File: config.mk
export PLATFORM = sky130hd
export DESIGN_NAME = ita_digit_stack
export DESIGN_NICKNAME = d
export VERILOG_FILES = /design/src/hw/rtl/ita_pkg.sv /design/src/hw/rtl/ita_digit_stack.sv
export SDC_FILE = /design/constraint.sdc
export NUM_CORES = 1
export LEC_CHECK = 0
export ABC_AREA = 1
export BUFFER_PORTS_ARGS = -buffer_cell sky130_fd_sc_hd__buf_2
export CAP_MARGIN = 20
export CORE_ASPECT_RATIO = 1.75
export CORE_MARGIN = 4
export CORE_UTILIZATION = 30
export DETAILED_ROUTE_END_ITERATION = 10
export MAX_ROUTING_LAYER = met4
export PLACE_DENSITY_LB_ADDON = 0.25
export SYNTH_ARGS = -nofsm -noshare
export SYNTH_HDL_FRONTEND = slang
export SYNTH_SLANG_ARGS = --single-unit
File: constraint.sdc
create_clock -name clk -period 1.6 [get_ports clk]
set_input_delay 0.08 -clock clk [delete_from_list [all_inputs] [get_ports clk]]
set_output_delay 0.08 -clock clk [all_outputs]
set_load 0.03 [all_outputs]
File: src/hw/rtl/ita_pkg.sv
// shared types, constants and character encoding for the ascii formatter
`timescale 1ns / 1ps

package ita_pkg;

	// format commands
	localparam logic [1:0] CmdSignedDec   = 2'd0;
	localparam logic [1:0] CmdUnsignedDec = 2'd1;
	localparam logic [1:0] CmdLowerHex    = 2'd2;
	localparam logic [1:0] CmdUpperHex    = 2'd3;

	// sizes
	localparam int ValueWidth = 32;
	localparam int DigitWidth = 4;
	localparam int CharWidth  = 8;
	localparam int StackDepth = 10;
	localparam int CountWidth = $clog2(StackDepth + 1);

	// ascii codes
	localparam logic [CharWidth-1:0] CharZero  = 8'h30;
	localparam logic [CharWidth-1:0] CharMinus = 8'h2D;
	localparam logic [CharWidth-1:0] CharLowA  = 8'h61;
	localparam logic [CharWidth-1:0] CharUpA   = 8'h41;

	// reciprocal of ten, scaled by 2^35
	localparam logic [ValueWidth-1:0] RecipTen = 32'hCCCC_CCCD;
	localparam int RecipShift = 35;

	// digit stack controls
	typedef struct packed {
		logic push;
		logic pop;
	} stk_ctl_t;

	// one digit value to its ascii character
	function automatic logic [CharWidth-1:0] digit_char(
		input logic [DigitWidth-1:0] d,
		input logic upper
	);
		logic [CharWidth-1:0] base;
		begin
			base = upper ? CharUpA : CharLowA;
			if (d < 4'd10) begin
				digit_char = CharZero + {4'b0, d};
			end else begin
				digit_char = base + {4'b0, d} - 8'd10;
			end
		end
	endfunction

endpackage

File: src/hw/rtl/ita_digit_stack.sv
// last-in first-out digit store built as a shift line
`timescale 1ns / 1ps

module ita_digit_stack (
	input  logic                           clk,
	input  ita_pkg::stk_ctl_t              ctl,
	input  logic [ita_pkg::DigitWidth-1:0] push_digit,
	output logic [ita_pkg::DigitWidth-1:0] top_digit
);
	import ita_pkg::*;

	logic [DigitWidth-1:0] stack_q [StackDepth];

	// push shifts toward the deep end, pop shifts back toward the top
	always_ff @(posedge clk) begin
		if (ctl.push) begin
			stack_q[0] <= push_digit;
			for (int i = 1; i < StackDepth; i++) begin
				stack_q[i] <= stack_q[i-1];
			end
		end else if (ctl.pop) begin
			for (int i = 0; i < StackDepth - 1; i++) begin
				stack_q[i] <= stack_q[i+1];
			end
		end
	end

	assign top_digit = stack_q[0];

endmodule

==> impl_metrics.env, run 1 <==
export IMPL_ant_nets=0
export IMPL_cp_top_family="simple AND/OR/NAND/NOR gates"
export IMPL_hold_buffers=0
export IMPL_cts_sinks=40
export IMPL_syn_nets=172
export IMPL_setup_tns_ps=0
export IMPL_nFillCells=589
export IMPL_cp_slowest_cell="or2_2"
export IMPL_setup_worst_path_class="input pin to flop"
export IMPL_crit_arrival_ps=940
export IMPL_swShare_pct=23.9
export IMPL_ys_async_sr_fraction_pct=0
export IMPL_die_height_um=110
export IMPL_post_cts_resized=0
export IMPL_antenna_found_initial=0
export IMPL_worstPathCellList="buf_2, or2_2"
export IMPL_via_count=1153
export IMPL_top_register="stack_q"
export IMPL_grt_pass1_vias=1179
export IMPL_post_cts_buffers=0
export IMPL_placement_rows=36
export IMPL_area_growth_pct=9.26
export IMPL_crit_path_start_kind="input pin"
export IMPL_grt_overflow_total=0
export IMPL_ctsLongestPathBuffers=2
export IMPL_finalSetupViolCount=0
export IMPL_largest_register_ffs=40
export IMPL_top_regs="stack_q: 40 flops"
export IMPL_drive_gt1_share_pct=13.4
export IMPL_cp_buffers_inverters=1
export IMPL_ys_flop_type="edfxtp_1"
export IMPL_synth_most_common_cell="nand2_1"
export IMPL_grt_setup_unrepaired="no"
export IMPL_synth_top_area_cell="edfxtp_1"
export IMPL_yosysWarnings=0
export IMPL_synth_area_leaders="edfxtp_1, nand2_1, nand3_1, buf_4, buf_6"
export IMPL_skew_ps=12.1
export IMPL_n_antenna_cell=0
export IMPL_grt_max_degree=37
export IMPL_power_leakage_uw=0.000846
export IMPL_seqPwrFrac_pct=57.1
export IMPL_wirelength_um=3230
export IMPL_layout_nets=178
export IMPL_p_sw_uw=590
export IMPL_yosysUniqueCellTypes=9
export IMPL_ff_latch_area_mm2=0.00120
export IMPL_synth_edff_count=40
export IMPL_crit_path_end_kind="flop"
export IMPL_drc_errors=0
export IMPL_multi_input_area_um2=468
export IMPL_p_comb_share_pct=9.5
export IMPL_vdd_drop_max_mv=0.340
export IMPL_dr_first_iter_drc_count=175
export IMPL_hold_viol_final=0
export IMPL_clkSlewWorstSetupHoldPaths_ps=90
export IMPL_cts_tree="built"
export IMPL_synth_seq_cells=40
export IMPL_viasPerCell=4.65
export IMPL_design_die_area_mm2=0.00729
export IMPL_clock_latency_ps=290
export IMPL_grt_pass1_wl_um=5530
export IMPL_synth_area_mm2=0.00178
export IMPL_ys_top_cells_by_count="nand2_1, edfxtp_1, nand3_1, buf_4"
export IMPL_period_needed_ps=1030
export IMPL_fin_crit_sh_pct=64.4
export IMPL_synth_top_area_share_pct=67.4
export IMPL_cts_buffers=5
export IMPL_coreArea_mm2=0.00568
export IMPL_post_route_util_pct=34.3
export IMPL_synth_avg_cell_area_um2=10.8
export IMPL_cp_required_ps=1510
export IMPL_port_buffers=10
export IMPL_crit_fanout=36
export IMPL_grt_util_all_layers_pct=10.3
export IMPL_pre_cts_slack_ps=233
export IMPL_ys_seq_area_share_pct=67.4
export IMPL_cts_root_buffer="clkbuf_8"
export IMPL_die_width_um=66.3
export IMPL_fmax_mhz=971
export IMPL_layout_setup_ws_ps=570
export IMPL_wl_per_cell_um=13.0
export IMPL_cap_viol_max_count=0
export IMPL_maxSlewViolCount=0
export IMPL_power_frac_clock_pct=33.4
export IMPL_htree_levels=2
export IMPL_tightest_slew_ps=847
export IMPL_io_pin_count=11
export IMPL_hold_class="input pin to flop"
export IMPL_start_util_pct=31.4
export IMPL_dp_hpwl_um=1840
export IMPL_status="complete, no violations"
export IMPL_power_density_mw_per_mm2=1270
export IMPL_place_gp_congestion=0.675
export IMPL_drt_pass1_iterations=4
export IMPL_max_slew_margin_pct=43.5
export IMPL_slowest_delay_ps=700
export IMPL_synthCells=165
export IMPL_intPower_uw=1880
==> area by class of cell <==
class                      count  share of cell area (%)
inverter                       1                   0.193
tap                           76                    4.88
clock inverter                 2                    1.80
sequential                    40                    61.7
clock buffer                   6                    3.73
multi-input combinational    110                    24.0
timing repair buffer          13                    3.73
==> kinds of logic (layout without fill, tap and decap cells) <==
kind of cell / after synthesis / in the layout / share of synthesized area (%)
and+or+nand+nor: 110 / 110 / 26.2
DFF: 40 / 40 / 67.4
buffers and inverters: 15 / 22 / 6.39
==> cells in the final DEF (no fill, tap or decap) <==
cell       instances
clkbuf_8           5
nand3_1           36
clkbuf_1           1
nand2_4            1
buf_2             10
bufinv_16          1
edfxtp_1          40
inv_2              1
nand2_1           72
buf_4              3
clkinv_2           1
or2_2              1
==> stage by stage <==
step / instances / total power (uW) / instance area [um^2] / hold WS [ps]
global placement: 240 / 1670 / 1840 / 348
floorplan: 165 / 1610 / 1780 / 192
global route: 248 / 2590 / 1950 / 54.7
CTS: 248 / 2500 / 1950 / 43.0
finish: 248 / 2470 / 1950 / 48.1
detailed placement: 240 / 1670 / 1840 / 351
==> power groups by stage <==
stage	Sequential [uW]	Combinational [uW]	Clock, uW
floorplan	1410	205	0
global route	1430	277	890
global placement	1430	237	0
detailed placement	1430	237	0
finish	1410	235	826
CTS	1410	240	849
==> layer usage <==
layer  vias up  part of all wire [%]  global-route usage [%]
li1        569                     -                       -
met1       562                    49                    12.2
met2        18                    46                    16.0
met3         4                   2.9                    2.13
met4         0                   2.0                    5.96
met5         -                     0                       -
==> worst paths after layout <==
path / startpoint / endpoint / slack, ps / cells past startpoint
max: ctl[1] / stack_q[0][31] / 570 / 2
min: push_digit[3] / stack_q[0][3] / 50 / 3
max reg2reg: stack_q[0][35] / stack_q[0][31] / 780 / 2
min reg2reg: stack_q[0][33] / stack_q[0][37] / 480 / 0
No activity file was read; power rests on OpenSTA's default activity.
==> run 2, diff against run 1 <==
==> constraint.sdc (replaced) <==
create_clock -name clk -period 0.9 [get_ports clk]
set_input_delay 0.045 -clock clk [delete_from_list [all_inputs] [get_ports clk]]
set_output_delay 0.045 -clock clk [all_outputs]
set_load 0.03 [all_outputs]
==> impl_metrics.env, run 2 (synthesis gave the netlist of run 1 again) <==
export IMPL_violations="negative setup slack"
export IMPL_power_leakage_uw=0.000890
export IMPL_design_die_area_mm2=0.00729
export IMPL_antenna_found_initial=0
export IMPL_finalNonFillerCells=255
export IMPL_cts_root_buffer="clkbuf_8"
export IMPL_placed_cell_area_mm2=0.00187
export IMPL_max_slew_margin_pct=66.3
export IMPL_largest_register_ffs=40
export IMPL_worstPathCellList="buf_6"
export IMPL_layout_common_cells="nand2_1, edfxtp_1, nand3_1"
export IMPL_place_gp_congestion=0.715
export IMPL_ctsLongestPathBuffers=2
export IMPL_crit_path_start_kind="flop"
export IMPL_htree_levels=2
export IMPL_placement_rows=36
export IMPL_grt_pass1_vias=1126
export IMPL_slowest_delay_ps=410
export IMPL_vdd_drop_max_mv=0.673
export IMPL_drt_pass1_iterations=4
export IMPL_grt_max_degree=37
export IMPL_via_count=1137
export IMPL_coreArea_mm2=0.00568
export IMPL_wl_per_cell_um=12.1
export IMPL_top_register="stack_q"
export IMPL_layout_commonest_cell="nand2_1"
export IMPL_maxSlewViolCount=0
export IMPL_area_growth_pct=14.3
export IMPL_drive_gt1_share_pct=19.0
export IMPL_period_needed_ps=906
export IMPL_cts_buffers=5
export IMPL_die_height_um=110
export IMPL_hold_buffers=0
export IMPL_grt_pass1_wl_um=5200
export IMPL_port_buffers=10
export IMPL_power_density_mw_per_mm2=2160
export IMPL_tightest_slew_ps=505
export IMPL_setup_worst_path_class="flop to primary output"
export IMPL_fmax_mhz=1100
export IMPL_wirelength_um=3090
export IMPL_grt_overflow_total=0
export IMPL_clock_latency_ps=290
export IMPL_finalSetupViolCount=3
export IMPL_skew_ps=11.9
export IMPL_design_area_mm2=0.00204
export IMPL_timing_hold_ws_ps=23.2
export IMPL_dp_hpwl_um=1830
export IMPL_n_antenna_cell=0
export IMPL_cp_slowest_cell="edfxtp_1"
export IMPL_clkSlewWorstSetupHoldPaths_ps=80
export IMPL_cp_top_family="flip-flops"
export IMPL_hold_class="input pin to flop"
export IMPL_grt_util_all_layers_pct=9.54
export IMPL_cp_buffers_inverters=1
export IMPL_start_util_pct=31.4
export IMPL_ant_nets=0
export IMPL_setup_tns_ps=-8.88
export IMPL_grt_setup_unrepaired="yes"
export IMPL_viasPerCell=4.46
export IMPL_die_width_um=66.3
export IMPL_layout_setup_ws_ps=-5.53
export IMPL_fin_crit_sh_pct=101
export IMPL_io_pin_count=11
export IMPL_power_total_uw=4410
export IMPL_placedCellCount=243
export IMPL_crit_fanout=2
export IMPL_layout_nets=185
export IMPL_cts_tree="built"
export IMPL_hold_viol_final=0
export IMPL_cts_sinks=40
export IMPL_cap_viol_max_count=0
export IMPL_status="finished, violations left"
export IMPL_cp_required_ps=850
export IMPL_crit_arrival_ps=860
export IMPL_top_regs="stack_q: 40 flops"
export IMPL_crit_path_end_kind="primary output"
export IMPL_dr_first_iter_drc_count=68
export IMPL_drc_errors=0
-- run 2: timing repair --
action,CTS,global route
buffers inserted,4,0
resized for setup,8,4
pin swaps,0,3
endpoints found under the setup margin,4,8
-- run 2: metrics by stage --
step                utilization [%]  worst slack [ps]
floorplan                         -              38.4
global placement               32.9              -168
detailed placement             32.9              -148
CTS                            35.7             -18.2
global route                   35.9             -41.1
finish                         35.9             -5.53
-- run 2: final timing paths --
check / startpoint / end / slack (ps) / depth (start not counted)
worst max register to register: stack_q[0][1] / stack_q[0][5] / 0 / 3
worst max-delay path: stack_q[0][2] / top_digit[2] / -6 / 1
worst min-delay path: push_digit[1] / stack_q[0][1] / 20 / 3
worst min register to register: stack_q[0][35] / stack_q[0][39] / 460 / 0
-- run 2: report_power, final --
group	total (uW)	internal (uW)	switching, uW
sequential	2510	2380	130
clock	1420	823	599
combinational	481	194	286
total	4410	3390	1020
-- run 2: area by class of cell --
type / count / area (um^2)
Clock inverter: 2 / 35.0
Fill cell: 603 / 3640
Sequential cell: 40 / 1200
Tap cell: 76 / 95.1
Inverter: 1 / 3.75
Clock buffer: 6 / 72.6
Multi-Input combinational cell: 110 / 480
Timing Repair Buffer: 20 / 150
-- run 2: per-layer routing --
metal | vias up | wire length (um) | part of all wire, % | track usage [%]
met1 | 528 | 1500 | 49 | 12.1
met4 | 0 | 76 | 2.5 | 4.36
met2 | 22 | 1360 | 44 | 14.1
li1 | 581 | - | - | -
met5 | - | 0 | 0 | -
met3 | 6 | 146 | 4.7 | 2.64
